===== config.mk =====
export PLATFORM = sky130hd
export DESIGN_NAME = srec_line_checker_unit
export DESIGN_NICKNAME = d
export VERILOG_FILES = /design/src/design/srec_pkg.sv /design/src/design/srec_line_checker_unit.sv
export SDC_FILE = /design/constraint.sdc
export NUM_CORES = 1
export LEC_CHECK = 0
export BUFFER_PORTS_ARGS = -buffer_cell sky130_fd_sc_hd__buf_4
export CELL_PAD_IN_SITES_DETAIL_PLACEMENT = 1
export CELL_PAD_IN_SITES_GLOBAL_PLACEMENT = 1
export CORE_MARGIN = 3
export CORE_UTILIZATION = 48
export CTS_BUF_LIST = sky130_fd_sc_hd__clkbuf_8 sky130_fd_sc_hd__clkbuf_16
export DETAILED_ROUTE_END_ITERATION = 8
export GPL_TIMING_DRIVEN = 0
export PLACE_DENSITY_LB_ADDON = 0.1
export SYNTH_ARGS = -nofsm -noshare
export SYNTH_HDL_FRONTEND = slang
export SYNTH_SLANG_ARGS = --single-unit

===== constraint.sdc =====
create_clock -name aclk -period 7.6 [get_ports aclk]
set_input_delay 2.28 -clock aclk [delete_from_list [all_inputs] [get_ports aclk]]
set_output_delay 2.28 -clock aclk [all_outputs]
set_load 0.01 [all_outputs]

===== src/design/srec_pkg.sv =====
// Shared types, codes and the hex digit decoder for the S-record line checker.
// Used by srec_line_checker_unit and its bound checker; no dependencies.
`default_nettype none

package srec_pkg;

    localparam int DATA_W = 72;  // 71 payload bits padded to whole bytes

    // parse phase codes
    localparam logic [2:0] PH_START = 3'd0;
    localparam logic [2:0] PH_TYPE  = 3'd1;
    localparam logic [2:0] PH_COUNT = 3'd2;
    localparam logic [2:0] PH_ADDR  = 3'd3;
    localparam logic [2:0] PH_DATA  = 3'd4;
    localparam logic [2:0] PH_CSUM  = 3'd5;
    localparam logic [2:0] PH_DONE  = 3'd6;

    // line status codes
    localparam logic [2:0] ST_OK      = 3'd0;
    localparam logic [2:0] ST_CSUM    = 3'd1;
    localparam logic [2:0] ST_SYNTAX  = 3'd2;
    localparam logic [2:0] ST_COUNT   = 3'd3;
    localparam logic [2:0] ST_TRUNC   = 3'd4;
    localparam logic [2:0] ST_NONDATA = 3'd5;

    // result kinds
    localparam logic KIND_DATA   = 1'b0;
    localparam logic KIND_STATUS = 1'b1;

    // input functions
    localparam logic FUNC_CHAR = 1'b0;
    localparam logic FUNC_EOL  = 1'b1;

    localparam logic [7:0] CH_S    = 8'h53;
    localparam logic [7:0] CH_0    = 8'h30;
    localparam logic [7:0] CH_9    = 8'h39;
    localparam logic [7:0] CH_A    = 8'h41;
    localparam logic [7:0] CH_F    = 8'h46;
    localparam logic [7:0] SUM_INV = 8'hFF;

    typedef struct packed {
        logic       valid;
        logic [3:0] value;
    } nibble_t;

    function automatic nibble_t nibble_of(input logic [7:0] c);
        nibble_t n;
        logic [7:0] d;
        n = '0;
        d = '0;
        if (c >= CH_0 && c <= CH_9) begin
            d = c - CH_0;
            n.valid = 1'b1;
            n.value = d[3:0];
        end else if (c >= CH_A && c <= CH_F) begin
            d = c - CH_A + 8'd10;
            n.valid = 1'b1;
            n.value = d[3:0];
        end
        return n;
    endfunction

endpackage

`default_nettype wire


===== src/design/srec_line_checker_unit.sv =====
// S-record line checker: parses one text line per run of character transfers.
// Depends on srec_pkg (codes, nibble decoder).
//
// Usage:
//   Input channel (s_*): one transfer per character with s_tuser = 0 and the
//   ASCII code in s_tdata; a transfer with s_tuser = 1 ends the line.
//   Result channel (m_*): a data-byte result (m_tuser = 0) follows the
//   character that completes each data byte; the end-of-line transfer
//   always yields one status result (m_tuser = 1). Other characters yield
//   nothing.
//   A result is registered: it is on m_* in the cycle after the causing
//   transfer when the output register is free; a stalled receiver delays it further.
//   Throughput: one character per cycle while s_tready is high; the parse state
//   updates in the accepting cycle, and the result lands in an output register.
//   A one-entry skid register behind the output register keeps s_tready
//   high for a single result during a result stall; s_tready drops only while the skid
//   entry is occupied.
//   Reset (aresetn low, synchronous): parser returns to expecting 'S',
//   all sums and fields clear, both result registers empty.
//   After an end-of-line transfer the parser is back in its reset state.
`default_nettype none

module srec_line_checker_unit (
    input  wire logic        aclk,
    input  wire logic        aresetn,
    input  wire logic        s_tvalid,
    output logic             s_tready,
    input  wire logic [7:0]  s_tdata,   // [7:0] ch
    input  wire logic        s_tuser,   // [0] func
    output logic             m_tvalid,
    input  wire logic        m_tready,
    // [7:0] data_byte, [15:8] data_index, [18:16] status, [22:19] record_type,
    // [30:23] byte_count, [62:31] record_address, [70:63] received_checksum,
    // [71] zero
    output logic [srec_pkg::DATA_W-1:0] m_tdata,
    output logic             m_tuser    // [0] kind
);

    // parse state
    logic [2:0]  phase_reg,       phase_next;
    logic [3:0]  type_reg,        type_next;
    logic [2:0]  addr_bytes_reg,  addr_bytes_next;
    logic [7:0]  count_reg,       count_next;
    logic [31:0] address_reg,     address_next;
    logic [8:0]  digits_left_reg, digits_left_next;
    logic [3:0]  high_nibble_reg, high_nibble_next;
    logic [7:0]  sum_reg,         sum_next;
    logic [7:0]  byte_index_reg,  byte_index_next;
    logic [7:0]  checksum_reg,    checksum_next;
    logic [2:0]  error_reg,       error_next;

    // result path
    logic                        out_valid_reg;
    logic [srec_pkg::DATA_W-1:0] out_data_reg;
    logic                        out_kind_reg;
    logic                        skid_valid_reg;
    logic [srec_pkg::DATA_W-1:0] skid_data_reg;
    logic                        skid_kind_reg;

    logic                        accept;
    logic                        out_free;
    logic                        res_fire;
    logic                        res_kind;
    logic [7:0]                  res_byte;
    logic [7:0]                  res_index;
    logic [2:0]                  res_status;
    logic [7:0]                  res_csum;
    logic [srec_pkg::DATA_W-1:0] res_data;

    srec_pkg::nibble_t nib;
    logic        whole;
    logic [7:0]  byte_val;
    logic [8:0]  dl_dec;
    logic [7:0]  data_bytes;

    assign s_tready = ~skid_valid_reg;
    assign accept   = s_tvalid & s_tready;
    assign out_free = ~out_valid_reg | m_tready;

    assign nib        = srec_pkg::nibble_of(s_tdata);
    assign whole      = digits_left_reg[0];
    assign byte_val   = {high_nibble_reg, nib.value};
    assign dl_dec     = digits_left_reg - 9'd1;
    assign data_bytes = count_reg - 8'd1 - {5'd0, addr_bytes_reg};

    always_comb begin
        phase_next       = phase_reg;
        type_next        = type_reg;
        addr_bytes_next  = addr_bytes_reg;
        count_next       = count_reg;
        address_next     = address_reg;
        digits_left_next = digits_left_reg;
        high_nibble_next = high_nibble_reg;
        sum_next         = sum_reg;
        byte_index_next  = byte_index_reg;
        checksum_next    = checksum_reg;
        error_next       = error_reg;
        res_fire         = 1'b0;
        res_kind         = srec_pkg::KIND_DATA;
        res_byte         = '0;
        res_index        = '0;
        res_status       = srec_pkg::ST_OK;
        res_csum         = '0;

        if (accept) begin
            if (s_tuser == srec_pkg::FUNC_EOL) begin
                res_fire = 1'b1;
                res_kind = srec_pkg::KIND_STATUS;
                res_csum = checksum_reg;  // stays zero unless the checksum completed
                if (error_reg != srec_pkg::ST_OK)
                    res_status = error_reg;
                else if (phase_reg != srec_pkg::PH_DONE)
                    res_status = srec_pkg::ST_TRUNC;
                else if ((sum_reg ^ srec_pkg::SUM_INV) != checksum_reg)
                    res_status = srec_pkg::ST_CSUM;
                else if (type_reg != 4'd1 && type_reg != 4'd2 && type_reg != 4'd3)
                    res_status = srec_pkg::ST_NONDATA;
                phase_next       = srec_pkg::PH_START;
                type_next        = '0;
                addr_bytes_next  = '0;
                count_next       = '0;
                address_next     = '0;
                digits_left_next = '0;
                high_nibble_next = '0;
                sum_next         = '0;
                byte_index_next  = '0;
                checksum_next    = '0;
                error_next       = srec_pkg::ST_OK;
            end else if (error_reg == srec_pkg::ST_OK && phase_reg != srec_pkg::PH_DONE) begin
                if (phase_reg == srec_pkg::PH_START) begin
                    if (s_tdata == srec_pkg::CH_S)
                        phase_next = srec_pkg::PH_TYPE;
                    else
                        error_next = srec_pkg::ST_SYNTAX;
                end else if (phase_reg == srec_pkg::PH_TYPE) begin
                    if (!nib.valid || nib.value == 4'd0 || nib.value == 4'd4
                            || nib.value > 4'd9) begin
                        error_next = srec_pkg::ST_SYNTAX;
                    end else begin
                        if (nib.value == 4'd1 || nib.value == 4'd5 || nib.value == 4'd9)
                            addr_bytes_next = 3'd2;
                        else if (nib.value == 4'd3 || nib.value == 4'd7)
                            addr_bytes_next = 3'd4;
                        else
                            addr_bytes_next = 3'd3;
                        type_next        = nib.value;
                        phase_next       = srec_pkg::PH_COUNT;
                        digits_left_next = 9'd2;
                    end
                end else if (!nib.valid) begin
                    error_next = (phase_reg == srec_pkg::PH_DATA) ? srec_pkg::ST_COUNT
                                                                  : srec_pkg::ST_SYNTAX;
                end else begin
                    if (!whole)
                        high_nibble_next = nib.value;
                    if (phase_reg == srec_pkg::PH_ADDR)
                        address_next = {address_reg[27:0], nib.value};
                    digits_left_next = dl_dec;
                    if (whole) begin
                        case (phase_reg)
                            srec_pkg::PH_COUNT: begin
                                count_next = byte_val;
                                sum_next   = sum_reg + byte_val;
                                if (byte_val < {5'd0, addr_bytes_reg} + 8'd1) begin
                                    error_next = srec_pkg::ST_COUNT;
                                end else begin
                                    phase_next       = srec_pkg::PH_ADDR;
                                    digits_left_next = {5'd0, addr_bytes_reg, 1'b0};
                                end
                            end
                            srec_pkg::PH_ADDR: begin
                                sum_next = sum_reg + byte_val;
                                if (dl_dec == 9'd0) begin
                                    // count minus address bytes minus checksum byte
                                    if (data_bytes == 8'd0) begin
                                        phase_next       = srec_pkg::PH_CSUM;
                                        digits_left_next = 9'd2;
                                    end else begin
                                        phase_next       = srec_pkg::PH_DATA;
                                        digits_left_next = {data_bytes, 1'b0};
                                    end
                                end
                            end
                            srec_pkg::PH_DATA: begin
                                sum_next        = sum_reg + byte_val;
                                byte_index_next = byte_index_reg + 8'd1;
                                if (dl_dec == 9'd0) begin
                                    phase_next       = srec_pkg::PH_CSUM;
                                    digits_left_next = 9'd2;
                                end
                                res_fire  = 1'b1;
                                res_byte  = byte_val;
                                res_index = byte_index_reg;
                            end
                            srec_pkg::PH_CSUM: begin
                                checksum_next = byte_val;
                                phase_next    = srec_pkg::PH_DONE;
                            end
                            default: begin
                            end
                        endcase
                    end
                end
            end
        end
    end

    assign res_data = {1'b0, res_csum, address_reg, count_reg, type_reg,
                       res_status, res_index, res_byte};

    always_ff @(posedge aclk) begin
        if (!aresetn) begin
            phase_reg       <= srec_pkg::PH_START;
            type_reg        <= '0;
            addr_bytes_reg  <= '0;
            count_reg       <= '0;
            address_reg     <= '0;
            digits_left_reg <= '0;
            high_nibble_reg <= '0;
            sum_reg         <= '0;
            byte_index_reg  <= '0;
            checksum_reg    <= '0;
            error_reg       <= srec_pkg::ST_OK;
            out_valid_reg   <= 1'b0;
            skid_valid_reg  <= 1'b0;
        end else begin
            phase_reg       <= phase_next;
            type_reg        <= type_next;
            addr_bytes_reg  <= addr_bytes_next;
            count_reg       <= count_next;
            address_reg     <= address_next;
            digits_left_reg <= digits_left_next;
            high_nibble_reg <= high_nibble_next;
            sum_reg         <= sum_next;
            byte_index_reg  <= byte_index_next;
            checksum_reg    <= checksum_next;
            error_reg       <= error_next;
            if (out_free) begin
                if (skid_valid_reg) begin
                    out_valid_reg  <= 1'b1;
                    skid_valid_reg <= res_fire;
                end else begin
                    out_valid_reg  <= res_fire;
                end
            end else if (res_fire) begin
                skid_valid_reg <= 1'b1;
            end
        end
    end

    // payload registers, no reset
    always_ff @(posedge aclk) begin
        if (out_free) begin
            if (skid_valid_reg) begin
                out_data_reg <= skid_data_reg;
                out_kind_reg <= skid_kind_reg;
                if (res_fire) begin
                    skid_data_reg <= res_data;
                    skid_kind_reg <= res_kind;
                end
            end else if (res_fire) begin
                out_data_reg <= res_data;
                out_kind_reg <= res_kind;
            end
        end else if (res_fire) begin
            skid_data_reg <= res_data;
            skid_kind_reg <= res_kind;
        end
    end

    assign m_tvalid = out_valid_reg;
    assign m_tdata  = out_data_reg;
    assign m_tuser  = out_kind_reg;

endmodule

`default_nettype wire


==> impl_metrics.tcl <==
set metrics [dict create \
    core-area_um2 21400 \
    vias_per_cell 5.87 \
    syn_nets 947 \
    cts_tree "yes" \
    synth_area_leaders "edfxtp_1 (41%), dfxtp_1 (17%), mux2_2 (4.8%), a21oi_1 (2.9%), nor2_1 (2.8%)" \
    portBuffers 83 \
    cts_resized 0 \
    crit_path_end_kind "register" \
    required_ns 8.05 \
    slew_viol_final 0 \
    antenna_found_initial 0 \
    clkPwrFrac 0.442 \
    setup_tns_ns 0 \
    path_delay_family "compound AO/OA/AOI/OAI gates" \
    reg2reg_depth 6 \
    timing.fmax_ghz 0.163 \
    ys_seq_area_frac 0.581 \
    holdPathStages 0 \
    firstDrtPassIters 5 \
    power.density_nw_per_um2 221 \
    status "finished, final reports clean" \
    netlist-cell-type-count 80 \
    cp_num_buf_inv 4 \
    antenna_cells 0 \
    clk_pin_slew_ns 0.06 \
    min-delay-path-class "reg2reg" \
    cts_buffer_depth 3 \
    ys.flop_type "edfxtp_1" \
    p_sw_w 0.000628 \
    synth-compound-area-share 0.121 \
    switching_share 0.228 \
    ys_warn_count 0 \
    vias 7752 \
    slowest_delay_ns 0.65 \
    synth_top_family_by_area "simple AND/OR/NAND/NOR gates" \
    first_global_vias 8166 \
    synth_area_um2 10600 \
    fin_nets 1061 \
    cp.depth 16 \
    grt_overflow 0 \
    clockRootBuffer "clkbuf_16" \
    final_common_cell "edfxtp_1" \
    seqPwrFrac 0.499 \
    dp_hpwl_um 20300 \
    ys_seq_elements 235 \
    rsz0062_at_grt "no" \
    area.growth.synth_to_final_pct 17.9 \
    row_count 53 \
    drv_cap 0 \
    die_area_um2 23800 \
    postSynthAreaPerCell_um2 11.6 \
    setup_viol 0 \
    grt_max_degree 52 \
    skew_ns 0.00896 \
    timing_worst_setup_path_type "in2reg" \
    cp_max_fo 8 \
    period_needed_ns 6.13 \
    p_leak_nw 4.91 \
    drt-initial-drc-count 431 \
    gp_congestion 0.892 \
    cts.sinks 235 \
    peakVddDrop_uv 165 \
    power.internal_w 0.00213 \
    postSynthCellCount 912 \
    synth-xor-area-share 0.0282 \
    wl_per_cell_um 21.6 \
    hold_buffers 0 \
    cp-start-kind "primary input" \
    final_cell_mix "edfxtp_1 (144), dfxtp_1 (91), buf_4 (85)" \
    drive_above_1_share 0.200 \
    slew_headroom 0.351 \
    cts-buffers-inserted 26 \
    pre_cts_ws_ns 1.00 \
    detail-route-antenna-nets 0 \
    io-pin-count 88 \
    synthMuxAreaShare 0.0716 \
    yosys.area.top_type "edfxtp_1" \
    h-tree-depth 1 \
    pwr-share-comb 0.060 \
    final.period_utilization 0.806 \
    worst_pin_slew_ns 0.971 \
    die_w_um 154 \
    drc_errors 0 \
    clkLatencyLatePin_ns 0.52 \
    synth-simple-area-share 0.145 \
    synthAdderAreaFrac 0.0275 \
    postLayoutSetupSlackWorst_ns 1.47 \
    synth_edf_count 144 \
    hold_violations 0 \
    post_cts_buffers 0 \
    synth_top_area_share 0.409 \
    drt-total-wl_um 28600 \
    cpMaxStageDelayCell "a2111oi_2" \
    crit_chain "buf_4, inv_1, ha_1, nor3b_1, and4bb_1, buf_4, a22oi_1, inv_1, ha_1, nor4_1, nand2_1, a2111oi_2, o211ai_1, a22oi_1, nand4_1, o21ai_1" \
    grt_pass1_wl_um 45500 \
    async_flop_share 0 \
    cp.arrival_ns 6.58 \
    fp.dieH_um 154 \
    start_util 0.495 \
    track_usage 0.237 \
]
[power by group through the flow]
stage	clock network, W	logic, W	registers, W
2_1_floorplan	0	0.0000845	0.00141
3_3_place_gp	0	0.000154	0.00140
3_5_place_dp	0	0.000162	0.00140
4_1_cts	0.00123	0.000164	0.00137
5_1_grt	0.00128	0.000177	0.00137
6_report	0.00122	0.000164	0.00137
[path summary, 6_finish.rpt]
path / slack, ns / start / to
worst min-delay path: 0.47 / address_reg[30] / skid_data_reg[61]
worst max register to register: 4.11 / phase_reg[2] / m_tdata[38]
worst min register to register: 0.47 / address_reg[30] / skid_data_reg[61]
worst max-delay path: 1.47 / s_tdata[1] / error_reg[0]
[synthesized netlist by cell type, types with 3 or more instances]
master and instances:
edfxtp_1 144, dfxtp_1 91, nor2_1 80, nand2_1 71, a21oi_1 61, mux2_2 45, nand3_1 41, a21o_1 33
clkbuf_1 31, mux2i_1 25, nor3_1 22, xor2_1 21, ha_1 20, inv_1 19, nor2b_1 15, and3_1 14
and2_1 13, nand4_1 13, xnor2_1 13, o21ai_0 12, a211oi_1 7, o21ai_1 7, o211ai_1 6, a22oi_1 5
buf_1 5, buf_2 5, nor3b_1 5, or3_1 5, a31oi_1 4, nor4_1 4, a2111oi_0 3, a21oi_2 3
a22o_1 3, a31o_1 3, nand3b_1 3, nor2_2 3
[cell type report]
cell class / count / area, um^2
clock buffer: 33 / 758
fill: 2253 / 8880
clock inverter: 15 / 86.3
sequential: 235 / 6150
inverter: 21 / 78.8
tap: 275 / 344
buffer: 44 / 186
timing repair buffer: 86 / 698
multi-input combinational: 612 / 4170
[layer usage]
layer	vias up	wire, um	GRT usage
met5	-	0	0
met4	0	714	0.0694
met3	51	1440	0.0333
met2	218	14200	0.408
met1	3880	12200	0.313
li1	3603	-	-
[through the flow]
stage,instance area (um^2),cells,power (W),util,hold slack [ns]
floorplan,10600,912,0.00149,-,0.426
global placement,11500,1270,0.00156,0.540,0.445
detailed placement,11600,1273,0.00156,0.544,0.459
CTS,12500,1321,0.00277,0.584,0.473
global route,12500,1321,0.00284,0.584,0.494
finish,12500,1321,0.00275,0.584,0.472
[cell families after synthesis]
kind of cell | Yosys count
DFF | 235
adders and majority gates | 22
other | 1
and+or+nand+nor | 305
muxes | 70
AOI/OAI and AO/OA | 180
buffers and inverters | 65
xor gates and xnor gates | 34
No activity file was read; power rests on OpenSTA's default activity.
